==> src/dabc_pkg.sv <==
// ----------------------------------------------------------------------------
// dabc_pkg: shared types and constants for the depth average core
// Field widths, fixed intrinsics, sequencer codes and the structs that pass
// between the sequencer, the shared multiply-accumulate unit and the divider.
// ----------------------------------------------------------------------------
package dabc_pkg;

  // Sizes
  localparam int MAX_FRAMES = 16;
  localparam int COORD_BITS = 11;
  localparam int COL_W      = 11;
  localparam int DEPTH_W    = 16;
  localparam int CNT_W      = 5;
  localparam int SUM_W      = 20;
  localparam int AVG_W      = 24;
  localparam int PT_W       = 20;
  localparam int CROP_W     = 60;
  localparam int POSE_W     = 64;
  localparam int CFG_IDX_W  = 3;
  localparam int CFG_DATA_W = 64;
  localparam int DX_W       = 17;
  localparam int TX_W       = 38;
  localparam int XC_W       = 25;
  localparam int MUL_A_W    = 26;
  localparam int MUL_B_W    = 18;
  localparam int PROD_W     = MUL_A_W + MUL_B_W;
  localparam int ACC_W      = 56;
  localparam int RND_W      = ACC_W - 14;
  localparam int WS_W       = RND_W + 1;
  localparam int DIV_STEPS  = AVG_W;
  localparam int DIV_CNT_W  = $clog2(DIV_STEPS);

  localparam logic [COL_W-1:0] COORD_MASK = COL_W'((1 << COORD_BITS) - 1);

  // Camera intrinsics: centers in 1/16 px, inverse focal lengths scaled by 2^24
  localparam logic signed [DX_W-1:0]    CX16   = 17'sd15257;
  localparam logic signed [DX_W-1:0]    CY16   = 17'sd8522;
  localparam logic signed [MUL_B_W-1:0] INV_FX = 18'sd12138;
  localparam logic signed [MUL_B_W-1:0] INV_FY = 18'sd12162;

  // Configuration register indexes
  typedef enum logic [CFG_IDX_W-1:0] {
    REG_FRAME_COUNT,
    REG_DEPTH_LIMIT,
    REG_POSE_X,
    REG_POSE_Y,
    REG_POSE_Z,
    REG_CROP_BOX
  } reg_idx_t;

  // Payloads
  typedef struct packed {
    logic [COL_W-1:0]   pixel_col;
    logic [COL_W-1:0]   pixel_row;
    logic [DEPTH_W-1:0] depth_sample;
    logic               last_frame;
  } in_item_t;

  typedef struct packed {
    logic [COL_W-1:0]       out_col;
    logic [COL_W-1:0]       out_row;
    logic                   in_box;
    logic signed [PT_W-1:0] point_x;
    logic signed [PT_W-1:0] point_y;
    logic signed [PT_W-1:0] point_z;
  } out_item_t;

  // Sequencer states
  typedef enum logic [2:0] {
    ST_IDLE,
    ST_MUL,
    ST_ACC,
    ST_CHECK,
    ST_DIV,
    ST_ROUND,
    ST_STORE,
    ST_EMIT
  } seq_state_t;

  // Multiply-accumulate program, one code per pass through the multiplier
  typedef enum logic [3:0] {
    OP_LIMIT,
    OP_TX,
    OP_TY,
    OP_XC_LO,
    OP_XC_HI,
    OP_YC_LO,
    OP_YC_HI,
    OP_PX0,
    OP_PX1,
    OP_PX2,
    OP_PY0,
    OP_PY1,
    OP_PY2,
    OP_PZ0,
    OP_PZ1,
    OP_PZ2
  } op_t;

  // Shared multiply-accumulate command
  typedef struct packed {
    logic               mul_en;
    logic               acc_en;
    logic               clear;
    logic               shift20;
    logic [MUL_A_W-1:0] a;
    logic [MUL_B_W-1:0] b;
  } mac_cmd_t;

  // Divider request and response
  typedef struct packed {
    logic             start;
    logic [AVG_W-1:0] dividend;
    logic [CNT_W-1:0] divisor;
  } div_req_t;

  typedef struct packed {
    logic             done;
    logic [AVG_W-1:0] quotient;
  } div_rsp_t;

endpackage

==> src/dabc_div.sv <==
// ----------------------------------------------------------------------------
// dabc_div: restoring divider for the depth average
// One quotient bit per cycle; done pulses once the last bit is in.
// ----------------------------------------------------------------------------
module dabc_div (
  input  logic              clk,
  input  logic              rst,
  input  dabc_pkg::div_req_t req,
  output dabc_pkg::div_rsp_t rsp
);
  import dabc_pkg::*;

  logic                 busy;
  logic                 done;
  logic [DIV_CNT_W-1:0] cnt;
  logic [AVG_W-1:0]     quo;
  logic [CNT_W-1:0]     rem;
  logic [CNT_W-1:0]     dvs;
  logic [CNT_W:0]       trial;
  logic                 fits;

  // Trial subtract of the divisor from the shifted remainder
  assign trial = {rem, quo[AVG_W-1]};
  assign fits  = trial >= {1'b0, dvs};

  // Control
  always_ff @(posedge clk) begin
    if (rst) begin
      busy <= 1'b0;
      done <= 1'b0;
      cnt  <= '0;
    end else begin
      done <= 1'b0;
      if (req.start) begin
        busy <= 1'b1;
        cnt  <= '0;
      end else if (busy) begin
        cnt <= cnt + 1'b1;
        if (cnt == DIV_CNT_W'(DIV_STEPS - 1)) begin
          busy <= 1'b0;
          done <= 1'b1;
        end
      end
    end
  end

  // Datapath
  always_ff @(posedge clk) begin
    if (req.start) begin
      quo <= req.dividend;
      rem <= '0;
      dvs <= req.divisor;
    end else if (busy) begin
      if (fits) begin
        rem <= CNT_W'(trial - {1'b0, dvs});
        quo <= {quo[AVG_W-2:0], 1'b1};
      end else begin
        rem <= trial[CNT_W-1:0];
        quo <= {quo[AVG_W-2:0], 1'b0};
      end
    end
  end

  assign rsp.done     = done;
  assign rsp.quotient = quo;

endmodule

==> src/dabc_mac.sv <==
// ----------------------------------------------------------------------------
// dabc_mac: shared multiply-accumulate unit
// Registered signed product, then an add into the accumulator, optionally
// with the product shifted up by 20 bits for the high partial product.
// ----------------------------------------------------------------------------
module dabc_mac (
  input  logic                               clk,
  input  dabc_pkg::mac_cmd_t                 cmd,
  output logic signed [dabc_pkg::ACC_W-1:0]  acc
);
  import dabc_pkg::*;

  logic signed [PROD_W-1:0] prod;
  logic signed [ACC_W-1:0]  prod_ext;
  logic signed [ACC_W-1:0]  addend;
  logic signed [ACC_W-1:0]  base;

  // Multiply stage
  always_ff @(posedge clk) begin
    if (cmd.mul_en) begin
      prod <= $signed(cmd.a) * $signed(cmd.b);
    end
  end

  // Accumulate stage
  assign prod_ext = ACC_W'(prod);
  assign addend   = cmd.shift20 ? (prod_ext <<< 20) : prod_ext;
  assign base     = cmd.clear ? '0 : acc;

  always_ff @(posedge clk) begin
    if (cmd.acc_en) begin
      acc <= base + addend;
    end
  end

endmodule

==> src/depth_average_backproject_crop_core.sv <==
// ----------------------------------------------------------------------------
// depth_average_backproject_crop_core: depth averaging and crop-box test
// Sums depth samples per pixel, averages on the last one, back-projects
// through fixed intrinsics, applies the configured pose and tests the box.
//
//   channel | signals                            | direction
//   --------+------------------------------------+----------
//   input   | in_valid / in_ready / in_data      | in
//   output  | out_valid / out_ready / out_data   | out
//   config  | cfg_we / cfg_index / cfg_data      | in
//
// A plain sample only adds into the running sum. A last sample runs the
// sequencer: limit product and check, radix-2 divider over 24 quotient bits,
// fifteen multiplier passes with rounding and the output load, before input
// is ready again; a pixel that fails the check skips the divider and passes.
// The result waits in an output register while a new pixel accumulates; the
// sequencer holds in its last state if it is still full. Reset is synchronous.
// ----------------------------------------------------------------------------
module depth_average_backproject_crop_core (
  input  logic                              clk,
  input  logic                              rst,
  input  logic                              in_valid,
  output logic                              in_ready,
  input  dabc_pkg::in_item_t                in_data,
  output logic                              out_valid,
  input  logic                              out_ready,
  output dabc_pkg::out_item_t               out_data,
  input  logic                              cfg_we,
  input  logic [dabc_pkg::CFG_IDX_W-1:0]    cfg_index,
  input  logic [dabc_pkg::CFG_DATA_W-1:0]   cfg_data
);
  import dabc_pkg::*;

  // Configuration
  logic [CNT_W-1:0]   frame_count;
  logic [DEPTH_W-1:0] depth_limit;
  logic [POSE_W-1:0]  pose_row_x;
  logic [POSE_W-1:0]  pose_row_y;
  logic [POSE_W-1:0]  pose_row_z;
  logic [CROP_W-1:0]  crop_box;

  // Accumulation state
  logic [SUM_W-1:0]   depth_sum;
  logic               zero_seen;
  logic [SUM_W:0]     sum_wide;
  logic [SUM_W-1:0]   sum_sat;
  logic               in_xfer;

  // Latched pixel
  logic [SUM_W-1:0]   fin_sum;
  logic               fin_zero;
  logic [COL_W-1:0]   pix_col;
  logic [COL_W-1:0]   pix_row;

  // Sequencer
  seq_state_t         state;
  seq_state_t         state_next;
  op_t                op;
  logic               valid_pix;
  logic               pix_ok;
  logic               emit_go;

  // Working values
  logic [CNT_W-1:0]          n;
  logic [AVG_W-1:0]          avg;
  logic [TX_W-1:0]           tx;
  logic [TX_W-1:0]           ty;
  logic signed [XC_W-1:0]    xc;
  logic signed [XC_W-1:0]    yc;
  logic signed [DX_W-1:0]    dx;
  logic signed [DX_W-1:0]    dy;
  logic signed [PT_W-1:0]    px;
  logic signed [PT_W-1:0]    py;
  logic signed [PT_W-1:0]    pz;
  logic signed [RND_W-1:0]   rnd;
  logic signed [RND_W-1:0]   rnd_next;
  logic signed [ACC_W-1:0]   round_sum;
  logic signed [WS_W-1:0]    wsum;
  logic signed [PT_W-1:0]    wsat;
  logic                      xy_round;

  // Shared unit interfaces
  mac_cmd_t                  mac_cmd;
  logic signed [ACC_W-1:0]   acc;
  div_req_t                  div_req;
  div_rsp_t                  div_rsp;

  // Operand decode
  logic [MUL_A_W-1:0] op_a;
  logic [MUL_B_W-1:0] op_b;
  logic               op_first;
  logic               op_end;
  logic               op_sh20;
  logic [POSE_W-1:0]  pose_sel;

  logic               mul_en;
  logic               acc_en;
  logic               div_start;

  out_item_t          out_reg;

  function automatic logic signed [PT_W-1:0] sat_pt(input logic signed [WS_W-1:0] v);
    logic signed [WS_W-1:0] hi;
    logic signed [WS_W-1:0] lo;
    hi = WS_W'((1 << (PT_W - 1)) - 1);
    lo = -WS_W'(1 << (PT_W - 1));
    if (v > hi) begin
      sat_pt = PT_W'(hi);
    end else if (v < lo) begin
      sat_pt = PT_W'(lo);
    end else begin
      sat_pt = PT_W'(v);
    end
  endfunction

  // Configuration writes
  always_ff @(posedge clk) begin
    if (rst) begin
      frame_count <= CNT_W'(1);
      depth_limit <= DEPTH_W'(1500);
      pose_row_x  <= '0;
      pose_row_y  <= '0;
      pose_row_z  <= '0;
      crop_box    <= '0;
    end else if (cfg_we) begin
      case (cfg_index)
        REG_FRAME_COUNT: frame_count <= cfg_data[CNT_W-1:0];
        REG_DEPTH_LIMIT: depth_limit <= cfg_data[DEPTH_W-1:0];
        REG_POSE_X:      pose_row_x  <= cfg_data[POSE_W-1:0];
        REG_POSE_Y:      pose_row_y  <= cfg_data[POSE_W-1:0];
        REG_POSE_Z:      pose_row_z  <= cfg_data[POSE_W-1:0];
        REG_CROP_BOX:    crop_box    <= cfg_data[CROP_W-1:0];
        default: ;
      endcase
    end
  end

  // Divisor clamped to 1..MAX_FRAMES
  always_comb begin
    if (frame_count == '0) begin
      n = CNT_W'(1);
    end else if (frame_count > CNT_W'(MAX_FRAMES)) begin
      n = CNT_W'(MAX_FRAMES);
    end else begin
      n = frame_count;
    end
  end

  // Input accumulation, saturating sum
  assign in_ready = (state == ST_IDLE);
  assign in_xfer  = in_valid && in_ready;
  assign sum_wide = (SUM_W + 1)'(depth_sum) + (SUM_W + 1)'(in_data.depth_sample);
  assign sum_sat  = sum_wide[SUM_W] ? '1 : sum_wide[SUM_W-1:0];

  always_ff @(posedge clk) begin
    if (rst) begin
      depth_sum <= '0;
      zero_seen <= 1'b0;
    end else if (in_xfer) begin
      if (in_data.last_frame) begin
        depth_sum <= '0;
        zero_seen <= 1'b0;
      end else begin
        depth_sum <= sum_sat;
        zero_seen <= zero_seen || (in_data.depth_sample == '0);
      end
    end
  end

  always_ff @(posedge clk) begin
    if (in_xfer && in_data.last_frame) begin
      fin_sum  <= sum_sat;
      fin_zero <= zero_seen || (in_data.depth_sample == '0);
      pix_col  <= in_data.pixel_col & COORD_MASK;
      pix_row  <= in_data.pixel_row & COORD_MASK;
    end
  end

  // Pixel offsets from the principal point, in 1/16 px
  assign dx = $signed({2'b00, pix_col, 4'b0000}) - CX16;
  assign dy = $signed({2'b00, pix_row, 4'b0000}) - CY16;

  // Pose row for the current world-coordinate pass
  always_comb begin
    if (op inside {OP_PX0, OP_PX1, OP_PX2}) begin
      pose_sel = pose_row_x;
    end else if (op inside {OP_PY0, OP_PY1, OP_PY2}) begin
      pose_sel = pose_row_y;
    end else if (op inside {OP_PZ0, OP_PZ1, OP_PZ2}) begin
      pose_sel = pose_row_z;
    end else begin
      pose_sel = '0;
    end
  end

  // Operand select and pass flags
  always_comb begin
    op_a     = '0;
    op_b     = '0;
    op_first = 1'b0;
    op_end   = 1'b0;
    op_sh20  = 1'b0;
    case (op)
      OP_LIMIT: begin
        op_a     = MUL_A_W'(depth_limit);
        op_b     = MUL_B_W'(n);
        op_first = 1'b1;
        op_end   = 1'b1;
      end
      OP_TX: begin
        op_a     = MUL_A_W'(avg);
        op_b     = INV_FX;
        op_first = 1'b1;
        op_end   = 1'b1;
      end
      OP_TY: begin
        op_a     = MUL_A_W'(avg);
        op_b     = INV_FY;
        op_first = 1'b1;
        op_end   = 1'b1;
      end
      OP_XC_LO: begin
        op_a     = MUL_A_W'(tx[19:0]);
        op_b     = MUL_B_W'(dx);
        op_first = 1'b1;
      end
      OP_XC_HI: begin
        op_a     = MUL_A_W'(tx[TX_W-1:20]);
        op_b     = MUL_B_W'(dx);
        op_sh20  = 1'b1;
        op_end   = 1'b1;
      end
      OP_YC_LO: begin
        op_a     = MUL_A_W'(ty[19:0]);
        op_b     = MUL_B_W'(dy);
        op_first = 1'b1;
      end
      OP_YC_HI: begin
        op_a     = MUL_A_W'(ty[TX_W-1:20]);
        op_b     = MUL_B_W'(dy);
        op_sh20  = 1'b1;
        op_end   = 1'b1;
      end
      OP_PX0, OP_PY0, OP_PZ0: begin
        op_a     = MUL_A_W'(xc);
        op_b     = MUL_B_W'($signed(pose_sel[15:0]));
        op_first = 1'b1;
      end
      OP_PX1, OP_PY1, OP_PZ1: begin
        op_a     = MUL_A_W'(yc);
        op_b     = MUL_B_W'($signed(pose_sel[31:16]));
      end
      OP_PX2, OP_PY2, OP_PZ2: begin
        op_a     = MUL_A_W'(avg);
        op_b     = MUL_B_W'($signed(pose_sel[47:32]));
        op_end   = 1'b1;
      end
      default: ;
    endcase
  end

  assign mac_cmd.mul_en  = mul_en;
  assign mac_cmd.acc_en  = acc_en;
  assign mac_cmd.clear   = op_first;
  assign mac_cmd.shift20 = op_sh20;
  assign mac_cmd.a       = op_a;
  assign mac_cmd.b       = op_b;

  dabc_mac u_mac (
    .clk (clk),
    .cmd (mac_cmd),
    .acc (acc)
  );

  assign div_req.start    = div_start;
  assign div_req.dividend = {fin_sum, 4'b0000} + AVG_W'(n >> 1);
  assign div_req.divisor  = n;

  dabc_div u_div (
    .clk (clk),
    .rst (rst),
    .req (div_req),
    .rsp (div_rsp)
  );

  // Limit check against depth_limit * n left in the accumulator
  assign pix_ok = !fin_zero && (fin_sum != '0) &&
                  (ACC_W'(fin_sum) <= $unsigned(acc));

  // Round to nearest, ties away from zero
  assign xy_round  = (op == OP_XC_HI) || (op == OP_YC_HI);
  assign round_sum = acc + (xy_round ? ACC_W'(1 << 27) : ACC_W'(1 << 13))
                     - ACC_W'(acc[ACC_W-1]);
  assign rnd_next  = xy_round ? RND_W'(round_sum >>> 28) : RND_W'(round_sum >>> 14);

  // Add the mm offset in 1/16 mm and saturate
  assign wsum = WS_W'(rnd) + WS_W'($signed({pose_sel[63:48], 4'b0000}));
  assign wsat = sat_pt(wsum);

  assign emit_go = (state == ST_EMIT) && (!out_valid || out_ready);

  // State register
  always_ff @(posedge clk) begin
    if (rst) begin
      state <= ST_IDLE;
    end else begin
      state <= state_next;
    end
  end

  // Next state and unit strobes
  always_comb begin
    state_next = state;
    mul_en     = 1'b0;
    acc_en     = 1'b0;
    div_start  = 1'b0;
    case (state)
      ST_IDLE: begin
        if (in_xfer && in_data.last_frame) begin
          state_next = ST_MUL;
        end
      end
      ST_MUL: begin
        mul_en     = 1'b1;
        state_next = ST_ACC;
      end
      ST_ACC: begin
        acc_en = 1'b1;
        if (!op_end) begin
          state_next = ST_MUL;
        end else if (op == OP_LIMIT) begin
          state_next = ST_CHECK;
        end else begin
          state_next = ST_ROUND;
        end
      end
      ST_CHECK: begin
        if (pix_ok) begin
          div_start  = 1'b1;
          state_next = ST_DIV;
        end else begin
          state_next = ST_EMIT;
        end
      end
      ST_DIV: begin
        if (div_rsp.done) begin
          state_next = ST_MUL;
        end
      end
      ST_ROUND: begin
        state_next = ST_STORE;
      end
      ST_STORE: begin
        state_next = (op == OP_PZ2) ? ST_EMIT : ST_MUL;
      end
      ST_EMIT: begin
        if (!out_valid || out_ready) begin
          state_next = ST_IDLE;
        end
      end
      default: state_next = ST_IDLE;
    endcase
  end

  // Program counter
  always_ff @(posedge clk) begin
    if (rst) begin
      op <= OP_LIMIT;
    end else begin
      if (state == ST_IDLE) begin
        op <= OP_LIMIT;
      end else if (state == ST_ACC && !op_end) begin
        op <= op_t'(op + 4'd1);
      end else if (state == ST_DIV && div_rsp.done) begin
        op <= OP_TX;
      end else if (state == ST_STORE && op != OP_PZ2) begin
        op <= op_t'(op + 4'd1);
      end
    end
  end

  // Working registers
  always_ff @(posedge clk) begin
    if (state == ST_CHECK) begin
      valid_pix <= pix_ok;
    end
    if (state == ST_DIV && div_rsp.done) begin
      avg <= div_rsp.quotient;
    end
    if (state == ST_ROUND) begin
      rnd <= rnd_next;
    end
    if (state == ST_STORE) begin
      case (op)
        OP_TX:    tx <= acc[TX_W-1:0];
        OP_TY:    ty <= acc[TX_W-1:0];
        OP_XC_HI: xc <= rnd[XC_W-1:0];
        OP_YC_HI: yc <= rnd[XC_W-1:0];
        OP_PX2:   px <= wsat;
        OP_PY2:   py <= wsat;
        OP_PZ2:   pz <= wsat;
        default: ;
      endcase
    end
  end

  // Output register; strict crop box test against 16 * bound
  always_ff @(posedge clk) begin
    if (rst) begin
      out_valid <= 1'b0;
    end else if (emit_go) begin
      out_valid <= 1'b1;
    end else if (out_ready) begin
      out_valid <= 1'b0;
    end
  end

  always_ff @(posedge clk) begin
    if (emit_go) begin
      out_reg.out_col <= pix_col;
      out_reg.out_row <= pix_row;
      out_reg.in_box  <= valid_pix &&
        (px > $signed({crop_box[9:0],   4'b0000})) &&
        (px < $signed({crop_box[19:10], 4'b0000})) &&
        (py > $signed({crop_box[29:20], 4'b0000})) &&
        (py < $signed({crop_box[39:30], 4'b0000})) &&
        (pz > $signed({crop_box[49:40], 4'b0000})) &&
        (pz < $signed({crop_box[59:50], 4'b0000}));
      out_reg.point_x <= valid_pix ? px : '0;
      out_reg.point_y <= valid_pix ? py : '0;
      out_reg.point_z <= valid_pix ? pz : '0;
    end
  end

  assign out_data = out_reg;

endmodule
==> config.mk <==
export PLATFORM = sky130hd
export DESIGN_NAME = depth_average_backproject_crop_core
export DESIGN_NICKNAME = d
export VERILOG_FILES = /design/src/dabc_pkg.sv /design/src/dabc_div.sv /design/src/dabc_mac.sv /design/src/depth_average_backproject_crop_core.sv
export SDC_FILE = /design/constraint.sdc
export NUM_CORES = 2
export LEC_CHECK = 0
export BUFFER_PORTS_ARGS = -buffer_cell sky130_fd_sc_hd__buf_2
export CAP_MARGIN = 20
export CORE_UTILIZATION = 60
export DETAILED_ROUTE_END_ITERATION = 10
export GPL_ROUTABILITY_DRIVEN = 1
export PLACE_DENSITY = 0.86
export SETUP_SLACK_MARGIN = 0.1
export SLEW_MARGIN = 5
export SYNTH_ARGS = -nofsm -noshare
export SYNTH_HDL_FRONTEND = slang
export SYNTH_SLANG_ARGS = --single-unit
==> constraint.sdc <==
create_clock -name clk -period 12.8 [get_ports clk]
set_input_delay 2.56 -clock clk [delete_from_list [all_inputs] [get_ports clk]]
set_output_delay 2.56 -clock clk [all_outputs]
set_load 0.01 [all_outputs]
---- Yosys cells after proc, flatten, opt, wreduce, memory -nomap -nowiden ----
Cells that the tools add are included.
operators by class
  add/sub/neg operators ................... 11
  multiply operators ...................... 1
  div/mod/pow operators ................... 0
  $lt $le $gt $ge ......................... 11
  equality and inequality tests ........... 32
  shift-type cells ........................ 0
  multiplexer cells ....................... 44
  bitwise logic cells ..................... 1
  reduce and logical (&&, ||, !) cells .... 58
operator list
  cell                                                                     count
  26-bit one-hot mux with 8 select lines                                   1
  64-bit 2-to-1 mux                                                        3
  18-bit one-hot mux with 8 select lines                                   1
  56-bit 2-to-1 mux                                                        2
  20-bit 2-to-1 mux                                                        4
  20-bit by 14-bit > comparator with 1-bit output                          3
  20-bit by 14-bit < comparator with 1-bit output                          3
  56-bit by 28-bit adder with 56-bit output                                1
  56-bit adder                                                             1
  20-bit by 56-bit <= comparator with 1-bit output                         1
  56-bit by 1-bit subtractor with 56-bit output                            1
  24-bit 2-to-1 mux                                                        2
  26-bit by 18-bit multiplier with 44-bit output                           1
  42-bit by 20-bit adder with 43-bit output                                1
  43-bit by 20-bit > comparator with 1-bit output (second input constant)  1
  43-bit by 20-bit < comparator with 1-bit output (second input constant)  1
  41-bit 2-to-1 mux                                                        1
  4-bit equality test (second input constant)                              8
  15-bit by 14-bit subtractor with 16-bit output (second input constant)   2
  28-bit 2-to-1 mux                                                        1
  2-bit AND reduction                                                      13
  24-bit by 4-bit adder with 24-bit output                                 1
  3-bit one-hot mux with 8 select lines                                    1
  20-bit by 16-bit adder with 21-bit output                                1
  35 further kinds                                                         103
word-level totals
  register bits ........................... 822
  bits in latches ......................... 0
  bits in writable memories ............... 0
  bits in read-only memories .............. 0
  input port bits ......................... 111
  output and inout port bits .............. 85
  logic and storage cells ................. 197
  memories kept ........................... 0

---- Longest topological paths before layout ----
  depth in word-level cells ............... 9
  gate-level depth with buffers ........... 38
  mapped depth without buffers ............ 37

---- Cells and area by module ----
A second synthesis with hierarchy kept.
second synthesis, totals
  cells, all modules ...................... 6,364
  area, all modules ....................... 60,340.4 sq um
modules (own cells, without submodules)
  module                               times used  cells an instance  area each (sq um)  sequential area each (sq um)
  depth_average_backproject_crop_core  1           3,609              34,644.5           17,426.7
  dabc_mac                             1           2,608              23,777.8           3,002.9
  dabc_div                             1           147                1,918.1            1,111.1

---- Least setup slack after synthesis ----
Ideal clock, no wire load.
  path kind ............................... register -> register
  start ................................... register op[0]
  end ..................................... register u_mac.prod[42], data pin
  library setup time ...................... 258 ps
  arrival ................................. 8,342 ps
  required time ........................... 12,542 ps
  setup slack ............................. 4,201 ps
  cell stages (with the launch flop) ...... 35
  clock period less this slack ............ 8,599 ps
  cell sequence ........................... dfxtp_1 inv_1 ha_1 clkbuf_1 o311ai_0 clkbuf_1 o22ai_1 nor3_1 a21oi_1 nor3_1 clkbuf_1 buf_1 nor2_1 fa_1 inv_1 fa_1 inv_1 fa_1 fa_1 fa_1 inv_1 fa_1 inv_1 ha_1 nand3_1 nor2_1 a221oi_1 o211a_1 o21ai_0 a21oi_1 a21oi_1 a21o_1 a21o_1 a21oi_1 xnor2_1
between the ends
  cells in the longest elaborated chain, start to end .. 7
  elaborated cells between the ends (all ways) .. 31
RTL lines
  item                                                RTL line                                                                                source
  from (decl)                                         depth_average_backproject_crop_core.sv:58                                               op_t op;
  from (signal assigned)                              depth_average_backproject_crop_core.sv:373                                              op <= op_t'(op + 4'd1);
  from (signal assigned)                              depth_average_backproject_crop_core.sv:377                                              op <= op_t'(op + 4'd1);
  4-bit equality test                                 depth_average_backproject_crop_core.sv:189, depth_average_backproject_crop_core.sv:203
  3-bit nonzero test                                  depth_average_backproject_crop_core.sv:189                                              end else if (op inside {OP_PZ0, OP_PZ1, OP_PZ2}) begin
  64-bit 2-to-1 mux                                   depth_average_backproject_crop_core.sv:189
  64-bit 2-to-1 mux                                   depth_average_backproject_crop_core.sv:187                                              end else if (op inside {OP_PY0, OP_PY1, OP_PY2}) begin
  64-bit 2-to-1 mux                                   depth_average_backproject_crop_core.sv:185                                              if (op inside {OP_PX0, OP_PX1, OP_PX2}) begin
  18-bit one-hot mux with 8 select lines              depth_average_backproject_crop_core.sv:203                                              case (op)
  26-bit by 18-bit multiplier with 44-bit output (*)  dabc_mac.sv:21                                                                          prod <= $signed(cmd.a) * $signed(cmd.b);
  to (signal assigned)                                dabc_mac.sv:21
  to (decl)                                           dabc_mac.sv:13                                                                          logic signed [PROD_W-1:0] prod;
Mark *: on every way between the ends. The rest lies on a longest branch, timed or not.
A chain may end at the register's enable or synchronous reset.

---- Worst setup path after layout ----
  start ................................... register op[0]
  end ..................................... register u_mac.prod[43], data pin
Same word-level chain as after synthesis.

==> metrics list <==
- The run finished with clean final reports.
- Number of distinct standard cells referenced by the synthesized netlist: 93
* Final worst clock skew: approximately 0.047 ns
- Of all cell types, the one taking the most synthesized area is sky130_fd_sc_hd__edfxtp_1.
* Antenna violations before repair: 12
- Cell type with the highest occurrence count on the critical path: sky130_fd_sc_hd__fa_1
- Post-synth top flop: sky130_fd_sc_hd__edfxtp_1
- In this run the static leakage power is around 0.027 µW.
- Worst skew pair latency: 0.69 ns
- Die outline area: around 100000 µm²
- By startpoint and endpoint, the worst setup path is classified as register to register.
- Area of the mapped netlist: slightly below 60000 µm²
* Fraction of power spent switching nets: 27.9%
- Share of post-route cells with drive strength above 1: 8.01%
* Height of the die: 316 µm
* Post-place setup slack: between 2 and 2.5 ns
* Sequential power share: around 47%
- Highest cell delay on the worst timing path: 1.00 ns
- Area used by multi-input combinational logic: 33900 µm²
- Crit. Startpoint: op[0]
- Min-delay worst type: register to register
* Arrival time reported for the critical path endpoint: about 11 ns
* Number of port buffers: roughly 200
- For this run, design rule violations remaining after detail routing come to 0.
* Register bit count reported by yosys: ~800
- Max capacitance violation total: 0
- Async SR Flop Fraction: 0%
- Yosys mapped a number of flops with a built-in enable equal to around 500.
- Based on the critical path, the design can be clocked at up to approximately 93 MHz.
- Summed over its instances, the top area cell type makes up ~26% of the synthesized netlist area.
- The initial utilization of the core area, before any placement, comes to 60.9%.
- Min setup slack post-route: 2.02 ns
- In this run the tightest slew margin relative to its limit is roughly 16%.
- The slowest stage of the critical path belongs to the cell sky130_fd_sc_hd__nand3_1.
* Core footprint: 97100 µm²
- Seq. cell area: 21500 µm²
* Number of cells produced by synthesis: between 6k and 7k
- Average routed wire per standard cell: between 20 and 25 µm
- Hold Fails Final Rpt: 0
- Sorting the synthesized cells by area gives the leading types as sky130_fd_sc_hd__edfxtp_1 (26%), sky130_fd_sc_hd__fa_1 (15%), sky130_fd_sc_hd__dfxtp_1 (11%).
- Reg-to-Reg Start: op[0]
- Combined global-route utilization of all metal layers: 36.5%
* # resized after CTS: 0
- Mapped Nets: just over 7k
- Cell area reported after detailed placement: 61400 µm²
* Clock tree sinks: about 820
- The die is around 320 µm wide.
- The max-slew violation count was 0.
- Relative to the synthesized area, the layout overhead comes to 9.02%.
- After clock tree synthesis, the clock-pin slew on the worst setup and hold paths is approximately 0.06 ns.
- Number of buffers inserted by post-CTS setup repair: 0
- TritonCTS built the clock tree.
* Transition time at the pin with the least slew margin: 1.27 ns
* Net switching power figure: between 1500 and 2000 µW
- CTS placed an instance of sky130_fd_sc_hd__clkbuf_16 at the clock tree root.
* # IOs: about 200
* Routability-driven placement congestion ratio: slightly above 1
* Count of vias placed by the detailed router: slightly below 50k
- Proportion of power drawn by combinational gates: roughly 14%
- Leaving out fill and tap cells, the most frequent cell in the layout is sky130_fd_sc_hd__nand2_1.
- Per report_power, the clock group accounts for between 30 and 40% of the total.
* Remaining antenna violation count: 0
- For this block, the initial DRC count from the detailed router was just over 6k.
* Max IR drop VDD: approximately 0.000093 V
* Most used cells in the layout excluding fill and tap cells: sky130_fd_sc_hd__nand2_1 (1032), sky130_fd_sc_hd__inv_1 (763), sky130_fd_sc_hd__edfxtp_1 (508)
- In the routed layout, each cell is associated on average with a via count of around 6.2.
- Final #Nets: roughly 7.4k
- Category of the worst setup path capture point: register
- Post-route clock period utilization: 84.2%
- Power density over the cells: slightly above 100 nW/µm²
- Register-to-register path setup slack: 2.02 ns
- TritonCTS Buffers: a little under 90
- After layout, the minimum clock period comes to 10.78 ns.
- Sequential area share after synthesis: 36.4%
* Post-synthesis average cell area: approximately 9.4 µm²
- Number of fillers in the final layout: 7407
- GRT Residual Overflow: 0
- CTS built an H-tree with a depth of 3.
* Setup tns final: 0 ns
- The number of hold buffers added after CTS was 0.
- The first global-routing pass estimated 276000 µm of wire.
- The routed design has between 150000 and 200000 µm of wire.
- Summed over all nets, the half-perimeter wirelength after detailed placement is 138000 µm.
* Number of global-route vias before repair: ~47k
* FP Rows: between 100 and 150
- Largest net degree at the start of global routing: 130
- Counting tap cells, the placed design contains a total of between 7k and 8k instances.
- Max Buffers Root-to-Sink: 3
* Setup repair after global routing missed its margin: false
* Data required time of the worst path: about 13 ns
- After routing the design area is between 60000 and 70000 µm².
- Final setup viols: 0
- Total of warnings raised by yosys: 0
* Hold wc startpoint: u_div.quo[8]
- Type of origin of the critical path: register
- In this run the worst path has a maximum fanout of 21.
- First-pass DRT Iterations: 9
- Excluding fillers, the count of instances in the completed layout stands at 7742.
- Internal power summed over all cells: 4730 µW
[flip-flops by register name, indices dropped and copies added (netlist names), 24 cells and up]
register    count
pose_row_x     64
u_mac.prod     44
rnd            42
tx             38
u_div.quo      24
crop_box       60
u_mac.acc      56
yc             25
pose_row_y     64
pose_row_z     64
xc             25
out_data       83
avg            24
ty             38
[metal layers]
| metal | vias up | wire length [µm] | global-route usage, % |
|---|---|---|---|
| li1 | 21500 | - | - |
| met1 | 23200 | 67800 | 46.8 |
| met2 | 2875 | 81200 | 56.5 |
| met3 | 640 | 21100 | 9.31 |
| met4 | 16 | 12600 | 20.9 |
| met5 | - | 86 | 0 |
[per-stage QoR]
stage / hold WS (ns) / utilization [%] / total power [µW]
2_1_floorplan: 0.420 / - / 3660
3_3_place_gp: 0.429 / 63.2 / 3970
3_5_place_dp: 0.430 / 63.2 / 3990
4_1_cts: 0.416 / 66.2 / 6540
5_1_grt: 0.428 / 66.4 / 6740
6_report: 0.428 / 66.4 / 6560
[worst max-delay path: cells and delay by family, from the launching register on]
family          cells  cell delay [ns]
flops               1             0.39
simple gates        6             2.43
mux                 1             0.35
fa+ha+maj           8             3.76
buf+inv             4             0.31
compound gates     12             3.21
[synthesized netlist by cell type, types with 66 or more instances]
cell / count
sky130_fd_sc_hd__a21o_1: 111
sky130_fd_sc_hd__a21oi_1: 501
sky130_fd_sc_hd__a22oi_1: 85
sky130_fd_sc_hd__and2_1: 104
sky130_fd_sc_hd__clkbuf_1: 221
sky130_fd_sc_hd__dfxtp_1: 314
sky130_fd_sc_hd__edfxtp_1: 508
sky130_fd_sc_hd__fa_1: 448
sky130_fd_sc_hd__ha_1: 414
sky130_fd_sc_hd__inv_1: 764
sky130_fd_sc_hd__nand2_1: 1033
sky130_fd_sc_hd__nand2b_1: 76
sky130_fd_sc_hd__nand3_1: 66
sky130_fd_sc_hd__nor2_1: 439
sky130_fd_sc_hd__nor2b_1: 72
sky130_fd_sc_hd__nor3_1: 69
sky130_fd_sc_hd__o21ai_0: 175
sky130_fd_sc_hd__xnor2_1: 126
sky130_fd_sc_hd__xor2_1: 67
[final cells by class]
cell class / count / area share [%]
Clock inverter: 42 / 0.737
Timing Repair Buffer: 269 / 2.51
Clock buffer: 119 / 3.81
Antenna cell: 8 / 0.0311
Tap cell: 1276 / 2.48
Multi-Input combinational cell: 4442 / 52.6
Sequential cell: 822 / 33.4
Inverter: 764 / 4.45
[power by group through the flow]
stage	clock, µW	combinational, µW	sequential, µW
floorplan	0	623	3040
global placement	0	872	3100
detailed placement	0	889	3100
CTS	2600	898	3040
global route	2690	1000	3050
finish	2590	924	3050
[cell families after synthesis]
group | synth area share [%]
buffers and inverters | 6.56
and+or+nand+nor | 15.3
muxes | 1.09
xor gates and xnor gates | 2.86
adders and majority gates | 23.9
AOI/OAI and AO/OA | 13.8
DFF | 36.4
[final timing paths]
path                                       end  depth (start not counted)
worst max-delay path            u_mac.prod[43]                         31
worst min-delay path                    avg[8]                          0
worst max register to register  u_mac.prod[43]                         31
worst min register to register          avg[8]                          0
(Power assumes the default switching activity.)
